File: src/design/ppl_pkg.sv
// Shared constants and types for the partition point location histogram unit.
package ppl_pkg;

	localparam int MAX_PARTS  = 1023;
	localparam int COORD_BITS = 16;
	localparam int COUNT_BITS = 11;
	localparam int OUT_BITS   = 11;
	localparam int MAX_LINES  = 44;

	localparam int IDX_BITS  = (MAX_PARTS > 1) ? $clog2(MAX_PARTS) : 1;
	localparam int BIN_BITS  = $clog2(MAX_PARTS + 1);
	localparam int MULT_BITS = $clog2(MAX_PARTS + 2);
	localparam int LINE_BITS = $clog2(MAX_LINES + 1);
	localparam int PROD_BITS = 2 * (COORD_BITS + 1);

	typedef enum logic [1:0] {
		CMD_LOAD   = 2'd0,
		CMD_LOCATE = 2'd1,
		CMD_REPORT = 2'd2,
		CMD_NONE   = 2'd3
	} cmd_t;

	typedef enum logic [1:0] {
		REG_LEFT_X   = 2'd0,
		REG_TOP_Y    = 2'd1,
		REG_BOTTOM_Y = 2'd2,
		REG_NONE     = 2'd3
	} reg_idx_t;

	// result of one scan pass over the bin counts
	typedef struct packed {
		logic                  any;
		logic [COUNT_BITS-1:0] best;
		logic [MULT_BITS-1:0]  mult;
	} scan_res_t;

endpackage

File: src/design/ppl_cross.sv
// Shared cross-product side test: registered products, strict compare.
module ppl_cross import ppl_pkg::*; (
	input  logic                  clk,
	input  logic                  en,
	input  logic [COORD_BITS-1:0] px,
	input  logic [COORD_BITS-1:0] py,
	input  logic [COORD_BITS-1:0] tx,
	input  logic [COORD_BITS-1:0] bx,
	input  logic [COORD_BITS-1:0] ty,
	input  logic [COORD_BITS-1:0] by,
	output logic                  gt
);

	logic signed [COORD_BITS:0]  dpx, ddy, dpy, ddx;
	logic signed [PROD_BITS-1:0] lhs_s1, rhs_s1;

	// operand differences, one bit wider and signed
	assign dpx = $signed({1'b0, px}) - $signed({1'b0, bx});
	assign ddy = $signed({1'b0, ty}) - $signed({1'b0, by});
	assign dpy = $signed({1'b0, py}) - $signed({1'b0, by});
	assign ddx = $signed({1'b0, tx}) - $signed({1'b0, bx});

	always_ff @(posedge clk) begin
		if (en) begin
			lhs_s1 <= PROD_BITS'(dpx * ddy);
			rhs_s1 <= PROD_BITS'(dpy * ddx);
		end
	end

	assign gt = lhs_s1 > rhs_s1;

endmodule

File: config.mk
export PLATFORM = sky130hd
export DESIGN_NAME = ppl_cross
export DESIGN_NICKNAME = d
export VERILOG_FILES = /design/src/design/ppl_pkg.sv /design/src/design/ppl_cross.sv
export SDC_FILE = /design/constraint.sdc
export NUM_CORES = 2
export LEC_CHECK = 0
export BUFFER_PORTS_ARGS = -buffer_cell sky130_fd_sc_hd__buf_2
export CORE_UTILIZATION = 45
export CTS_BUF_LIST = sky130_fd_sc_hd__clkbuf_4 sky130_fd_sc_hd__clkbuf_8
export DETAILED_ROUTE_END_ITERATION = 8
export GPL_ROUTABILITY_DRIVEN = 0
export SLEW_MARGIN = 25
export SYNTH_ARGS = -nofsm -noshare
export SYNTH_HDL_FRONTEND = slang
export SYNTH_SLANG_ARGS = --single-unit
File: constraint.sdc
create_clock -name clk -period 9.6 [get_ports clk]
set_clock_uncertainty 0.15 [all_clocks]
set_input_delay 0.96 -clock clk [delete_from_list [all_inputs] [get_ports clk]]
set_output_delay 0.96 -clock clk [all_outputs]
set_load 0.1 [all_outputs]
==> summary.md <==
| Metric | Value |
|---|---|
| # diodes | `0` |
| Syn-to-layout area delta | `8.81%` |
| Initial antenna violation count | `2` |
| Final std cells w/o fill | `3944` |
| Placed cell count | `3929` |
| Slowest cell delay on critical path | `0.57 ns` |
| Max Fanout on Critical Path | `5` |
| Unrepaired setup endpoints after global routing | `no` |
| CTS Hold Buffers Added | `0` |
| Post-synth ARST share | `0` |
| Most frequent cells in the layout | `706 x inv_1, 598 x fa_1, 348 x nor2_1` |
| Clock-pin slew on the worst setup and hold paths | `approximately 0.07 ns` |
| Vias/cell | `5.38` |
| Setup TNS | `0 ns` |
| Fin nets | `a little over 4000` |
| Yosys warning total | `0` |
| Vias in the first global route | `22429` |
| Root Driver | `clkbuf_8` |
| Crit. End Element | `flop` |
| Syn_area_per_cell | `about 9 sq um` |
| Drt drc | `0` |
| Tot GR Track Use | `0.272` |
| IO Count | `99` |
| CP Launch Type | `input pin` |
| Antenna-violating nets left | `0` |
| Row cnt | `89` |
| Type of the worst setup path | `in2reg` |
| Max Slew Vio Count | `0` |
| Seq/Total Area, Yosys | `0.0750` |
| Die height | `248 um` |
| Worst-Margin Slew | `about 1.1 ns` |
| Mean routed wirelength per cell | `20.2 um` |
| H-tree Lvls | `3` |
| Hold Fails Final Rpt | `0` |
| Worst Hold Class | `in2reg` |
| Min Tclk post-route | `roughly 9 ns` |
| Post-synth top area share | `0.440` |
| Pin count of the biggest net entering global routing | `69` |
| Setup crit start | `by[1]` |
| Vias | `21236` |
| Clock sink count | `68` |
| Number of fill cells | `5607` |
| Core Region | `59400 sq um` |
| Max Fclk | `0.109 GHz` |
| Outcome | `finished, final reports clean` |
| Post-DP HPWL | `about 70000 um` |
| Synth top area cells | `fa_1 44%, ha_1 12%, inv_1 9.7%` |
| Initial DRC Count | `1614` |
| Critical path data required time | `9.59 ns` |
| Final worst path period share | `0.955` |
| Starting density of the core | `0.458` |
| Commonest non-fill, non-tap cell in the layout | `inv_1` |
| Max-cap violations | `0` |
| WHS | `1.14 ns` |
| CTS max path bufs | `2` |
| Yosys reg bits | `68` |
| Final-report setup violation count | `0` |
| Crit path max-delay cell type | `fa_1` |
| Distinct cells, synth | `70` |
| First-pass DRT Iterations | `6` |
| Finished Cell Area | `29600 sq um` |
| Post-synthesis cell area | `27200 sq um` |
| Layout cells sized above 1 | `0.0889` |
| Placed inst area | `29400 sq um` |
| Net Count, Synth | `3950` |
| Synth area leader | `fa_1` |
| Slew HR | `0.274` |
| First-pass GRT wire length | `124000 um` |
| Post-Synthesis Cells | `2987` |
| Cts bufs inserted | `9` |
| Critical Path End | `rhs_s1[31]` |
| EDFF count, synth | `68` |
| Final WL | `79500 um` |
| Total grt overflow | `0` |
| Die X | `248 um` |
| DIE AREA | `61500 sq um` |
| CTS tree | `built` |
| Critical path arrival | `just over 9 ns` |
| Most used DFF post-synth | `edfxtp_1` |
| I/O Buffers | `98` |
[stage by stage]
| stage | setup slack [ns] | utilization |
|---|---|---|
| 2_1_floorplan | 0.940 | - |
| 3_3_place_gp | 0.0955 | 0.496 |
| 3_5_place_dp | 0.0667 | 0.496 |
| 4_1_cts | 0.481 | 0.498 |
| 5_1_grt | 0.0476 | 0.499 |
| 6_report | 0.429 | 0.499 |
[registers in the layout, summed over array words and instances, names as in the netlist]
name	cells
lhs_s1	34
rhs_s1	34
[kinds of logic after synthesis]
| kind of cell | share of synthesized area |
|---|---|
| fa+ha+maj | 0.563 |
| simple gates | 0.135 |
| buf+inv | 0.107 |
| compound gates | 0.0711 |
| xor+xnor | 0.0491 |
| flops | 0.0750 |
| mux | 0.000736 |
[metal layers]
layer  routed length, um  global-route usage  vias to the layer above
li1                    -                   -                     9444
met1               32700               0.361                    10703
met2               35700               0.424                      880
met3                7100              0.0628                      207
met4                4100               0.120                        2
met5                  11                   0                        -
[worst min-delay path by stage]
stage / from / to / slack (ns) / cells past startpoint
floorplan: en / lhs_s1[0] / 0.92 / 0
global placement: bx[0] / rhs_s1[0] / 1.56 / 4
detailed placement: bx[0] / rhs_s1[0] / 1.55 / 4
CTS: bx[0] / rhs_s1[0] / 1.14 / 4
global route: bx[0] / rhs_s1[0] / 1.20 / 4
finish: bx[0] / rhs_s1[0] / 1.14 / 4
[final cells by class]
type,count,area (sq um),share of cell area
clock buffer,11,139,0.00469
clock inverter,4,17.5,0.000592
inverter,706,2650,0.0895
multi-input combinational,2154,22300,0.753
sequential,68,2040,0.0690
tap,773,967,0.0327
timing repair buffer,228,1490,0.0504
[timing repair]
action	CTS	global route
setup endpoints to repair	0	4
gates resized for setup	0	5
setup buffers	0	0
[critical path: cells and delay by family]
family,cells,cell delay (ns)
simple gates,5,0.94
xor+xnor,2,0.46
fa+ha+maj,8,3.60
buf+inv,7,0.53
compound gates,11,2.65
[Yosys cell counts, types with 3 or more instances]
master    number
xor2_1        49
a211oi_1      18
nand4_1       13
a21o_1        57
and3_1         9
nand3_1       25
nand3b_1       3
inv_1        706
nand2b_1      29
nor3_1        34
o21ai_0       51
xnor2_1       96
or2_2         13
a31oi_1        8
nor3b_1        3
o21ai_1        6
a21oi_1       63
clkbuf_1      39
nor2b_1       24
and2_1        23
o211ai_1       6
a21oi_2        3
a21boi_0       6
o21bai_1       6
o31ai_1        3
nor2_1       348
a21boi_1       6
fa_1         598
ha_1         267
or3_1         10
edfxtp_1      68
buf_2         16
o21a_1        14
o41a_1         3
o21ai_2        3
a31o_2         3
xnor2_2        3
nand2_1      307
o31a_1         4
Power is left out: the tool's default activity adds up to more than one toggle a clock period on the data nets, which glitch-free logic cannot reach.
