$ cat config.mk
export PLATFORM = sky130hd
export DESIGN_NAME = ppl_scan
export DESIGN_NICKNAME = d
export VERILOG_FILES = /design/src/design/ppl_pkg.sv /design/src/design/ppl_scan.sv
export SDC_FILE = /design/constraint.sdc
export NUM_CORES = 1
export LEC_CHECK = 0
export BUFFER_PORTS_ARGS = -buffer_cell sky130_fd_sc_hd__clkbuf_2
export CELL_PAD_IN_SITES_DETAIL_PLACEMENT = 1
export CELL_PAD_IN_SITES_GLOBAL_PLACEMENT = 1
export CORE_UTILIZATION = 38
export CTS_CLUSTER_DIAMETER = 60
export DETAILED_ROUTE_END_ITERATION = 16
export GPL_TIMING_DRIVEN = 0
export MAX_ROUTING_LAYER = met4
export PLACE_DENSITY = 0.87
export SLEW_MARGIN = 20
export SYNTH_ARGS = -nofsm -noshare
export SYNTH_HDL_FRONTEND = slang
export SYNTH_SLANG_ARGS = --single-unit
$ cat constraint.sdc
create_clock -name clk -period 2.4 [get_ports clk]
set_input_delay 0.36 -clock clk [delete_from_list [all_inputs] [get_ports clk]]
set_output_delay 0.36 -clock clk [all_outputs]
set_load 0.02 [all_outputs]
$ cat src/design/ppl_pkg.sv
// Shared constants and types for the partition point location histogram unit.
package ppl_pkg;

	localparam int MAX_PARTS  = 1023;
	localparam int COORD_BITS = 16;
	localparam int COUNT_BITS = 11;
	localparam int OUT_BITS   = 11;
	localparam int MAX_LINES  = 44;

	localparam int IDX_BITS  = (MAX_PARTS > 1) ? $clog2(MAX_PARTS) : 1;
	localparam int BIN_BITS  = $clog2(MAX_PARTS + 1);
	localparam int MULT_BITS = $clog2(MAX_PARTS + 2);
	localparam int LINE_BITS = $clog2(MAX_LINES + 1);
	localparam int PROD_BITS = 2 * (COORD_BITS + 1);

	typedef enum logic [1:0] {
		CMD_LOAD   = 2'd0,
		CMD_LOCATE = 2'd1,
		CMD_REPORT = 2'd2,
		CMD_NONE   = 2'd3
	} cmd_t;

	typedef enum logic [1:0] {
		REG_LEFT_X   = 2'd0,
		REG_TOP_Y    = 2'd1,
		REG_BOTTOM_Y = 2'd2,
		REG_NONE     = 2'd3
	} reg_idx_t;

	// result of one scan pass over the bin counts
	typedef struct packed {
		logic                  any;
		logic [COUNT_BITS-1:0] best;
		logic [MULT_BITS-1:0]  mult;
	} scan_res_t;

endpackage

$ cat src/design/ppl_scan.sv
// Scan accumulator: smallest count above a floor and how many bins hold it.
module ppl_scan import ppl_pkg::*; (
	input  logic                  clk,
	input  logic                  arst_n,
	input  logic                  clr,
	input  logic                  vld,
	input  logic [COUNT_BITS-1:0] cnt,
	input  logic [COUNT_BITS-1:0] floor_cnt,
	output scan_res_t             res
);

	scan_res_t res_q;

	always_ff @(posedge clk or negedge arst_n) begin
		if (!arst_n) begin
			res_q <= '0;
		end else if (clr) begin
			res_q <= '0;
		end else if (vld && cnt > floor_cnt) begin
			priority if (!res_q.any || cnt < res_q.best) begin
				res_q.any  <= 1'b1;
				res_q.best <= cnt;
				res_q.mult <= MULT_BITS'(1);
			end else if (cnt == res_q.best) begin
				res_q.mult <= res_q.mult + MULT_BITS'(1);
			end
		end
	end

	assign res = res_q;

endmodule

==> results by group <==
Logic synthesis
  • Post-Synthesis Net Count: 243
  • Yosys top cell by area: dfrtp_1
  • Most frequent cells after synthesis: 31 x inv_1, 23 x dfrtp_1, 23 x ha_1
  • Count leader, synth: inv_1
  • Sequential area share after synthesis: 33.4%
  • YS warnings: 0
  • Top post-synthesis cells by area: dfrtp_1 33%, ha_1 17%, inv_1 6.8%
  • Ys async rst share: 100%
  • Synthesized flop and latch total: 23
  • Post-synth cell types: 39
  • Syn_area_per_cell: 8.87 µm²
  • Post-synth top flop: dfrtp_1
  • Mapped cell area: 1720 µm²
  • Yosys top cell area share: 33.4%
  • Synth Instances: 194
  • Post-synth EDFFs: 0

Layout
  • Max FFs per register: 23
  • Ant diodes: 0
  • Fin nets: 306
  • P&R area growth vs syn: 35.2%
  • Fillers: 526
  • Area occupied by multi-input gates: 1180 µm²
  • Finished Cell Area: 2330 µm²
  • Register Area: 576 µm²
  • Layout cells sized above 1: 33.6%
  • Post-Layout Cell Count: 308

Die
  • Io pins: 49
  • Placeable Area: 4350 µm²
  • Die ar.: 4800 µm²
  • DIE WIDTH: 69.3 µm
  • Core Rows: 24
  • Die Ht: 69.3 µm
  • Initial Util: 39.5%

Clocking
  • CTS tree: done
  • Clk root buf: clkbuf_8
  • H-tree depth: 1
  • Clk_lat worst skew: 0.29 ns
  • TritonCTS buffer count: 3
  • Clk pin slew, worst setup/hold paths: 0.10 ns
  • Clk sink count: 23
  • Clock tree buffer depth: 2

Routing
  • Detailed Routing Iterations Pass 1: 4
  • DR vias/cell: 5.71
  • Vias: 1759
  • Final wirelength: 5.55 mm
  • Routed len/inst: 18.0 µm
  • Routed Antenna Nets: 0
  • Starting DRT DRC Count: 55
  • DRC Markers: 0

Critical path
  • CP required: 2.58 ns
  • CP Max Fanout: 8
  • Startpoint types: flop
  • Worst path cell trace: inv_1 > ha_1 > a21oi_1 > a2111oi_4 > a211oi_2 > a211oi_4 > buf_4 > nor3_4 > buf_12 > a22o_1
  • RR Endpoint: res[19]
  • Worst R2R Path Depth: 10
  • RR Startpoint: res[13]
  • WS Path Type: flop to flop
  • CP peak stage delay: 0.39 ns
  • Crit path max-delay cell type: a2111oi_4
  • Crit path capture type: flop
  • R2R setup slack: 0.03 ns
  • CP arrival: 2.55 ns

Timing
  • Final min period: 2.37 ns
  • Highest clock rate: 422 MHz
  • Setup Skew: 0.00678 ns
  • Final setup violating endpoints: 0
  • Final Hold Fails: 0
  • Slew @ Worst Pin: 0.614 ns
  • Slew Limit Headroom: 59.0%
  • Fin. max-slew vios: 0
  • Crit share post-route: 98.7%

Power and ir drop
  • Max VDD drop: 192 µV
  • Leak pwr: 1.10 nW
  • PD cells: 441 nW/µm²
  • Pwr Total: 1.03 mW

Run status
  • Status: finished, final reports clean

Place
  • Area post-placement: 2030 µm²
  • Placed cell count: 294
  • Placer Congestion: 0.805
  • Placed wire-length estimate: 3.67 mm
  • Number of port buffers: 48

GRT
  • Initial antenna violation count: 0
  • First-pass GRT wire length: 8.52 mm
  • Largest net degree at the start of global routing: 24
  • Total gr overflow: 0
  • GR Util All Layers: 22.6%
  • Vias in the first global route: 1778

Hold path
  • Worst min-delay path category: input port to asynchronous set/reset pin

Run
  • Max Cap Viol: 0
## cells by family after synthesis
| kind of cell | after synthesis | share of synthesized area (%) |
|---|---|---|
| fa+ha+maj | 23 | 16.7 |
| buf+inv | 34 | 7.70 |
| compound gates | 62 | 25.4 |
| flops | 23 | 33.4 |
| simple gates | 52 | 16.7 |
## cells in the final DEF (no fill, tap or decap), drive strengths merged, types with 2 or more instances in the layout
cell | Yosys | layout
a2111oi | 2 | 2
a211oi | 5 | 5
a21boi | 4 | 4
a21oi | 14 | 14
a22o | 8 | 8
a22oi | 4 | 4
a31oi | 2 | 2
and3 | 4 | 4
buf | 2 | 12
clkbuf | 1 | 52
dfrtp | 23 | 23
ha | 23 | 23
inv | 31 | 31
nand2 | 11 | 11
nand3 | 12 | 12
nand3b | 2 | 2
nand4 | 5 | 5
nor2 | 5 | 5
nor4 | 3 | 3
o211ai | 3 | 3
o21ai | 11 | 11
o31ai | 5 | 5
or2 | 3 | 3
## layout make-up
type | count | share of cell area (%)
Buffer | 3 | 0.752
Sequential cell | 23 | 24.7
Tap cell | 52 | 2.79
Timing Repair Buffer | 58 | 14.1
Clock inverter | 1 | 0.215
Inverter | 31 | 5.00
Multi-Input combinational cell | 137 | 50.7
Clock buffer | 3 | 1.77
## report_power, final
| group | switching (mW) | internal (mW) |
|---|---|---|
| registers | 0.0155 | 0.403 |
| clock network | 0.160 | 0.117 |
| logic | 0.196 | 0.135 |
| total | 0.372 | 0.655 |
## how the worst max path moves through the flow
stage / startpoint / slack, ns / cells after the start / endpoint
final: res[13] / 0.03 / 10 / res[19]
after global routing: res[12] / -0.08 / 10 / res[18]
after CTS: res[21] / 0.02 / 9 / res[3]
after detailed placement: cnt[8] / -0.24 / 9 / res[19]
after global placement: cnt[10] / -0.20 / 8 / res[9]
after floorplan: res[13] / 0.08 / 9 / res[14]
## stage by stage
step	hold WS [ns]	TNS (ns)	worst slack [ns]	util (%)
final	0.0645	0	0.0322	53.5
after global routing	0.133	-0.791	-0.0791	53.5
after CTS	0.104	0	0.0225	48.7
after detailed placement	0.416	-2.80	-0.237	46.6
after global placement	0.390	-2.00	-0.202	46.6
after floorplan	0.0644	0	0.0828	-
## metal layers
metal | vias up | GRT usage (%) | share of wire (%)
met4 | 0 | 7.03 | 1.9
met3 | 8 | 2.62 | 3.4
li1 | 844 | - | -
met1 | 864 | 29.0 | 44
met2 | 43 | 37.3 | 51
met5 | - | - | 0
## worst max-delay path: cells and delay by family, from the launching register on
kind / cells / cell delay [ns]
AOI/OAI and AO/OA: 5 / 1.15
adders and majority gates: 1 / 0.33
buffers and inverters: 3 / 0.37
DFF: 1 / 0.37
and+or+nand+nor: 1 / 0.04
## repair_timing
item,CTS,global route
setup buffers,3,7
setup endpoints to repair,16,20
pin swaps,1,5
hold buffers,0,0
endpoints found under the hold margin,0,0
gates resized for setup,4,19
(Power assumes the default switching activity.)
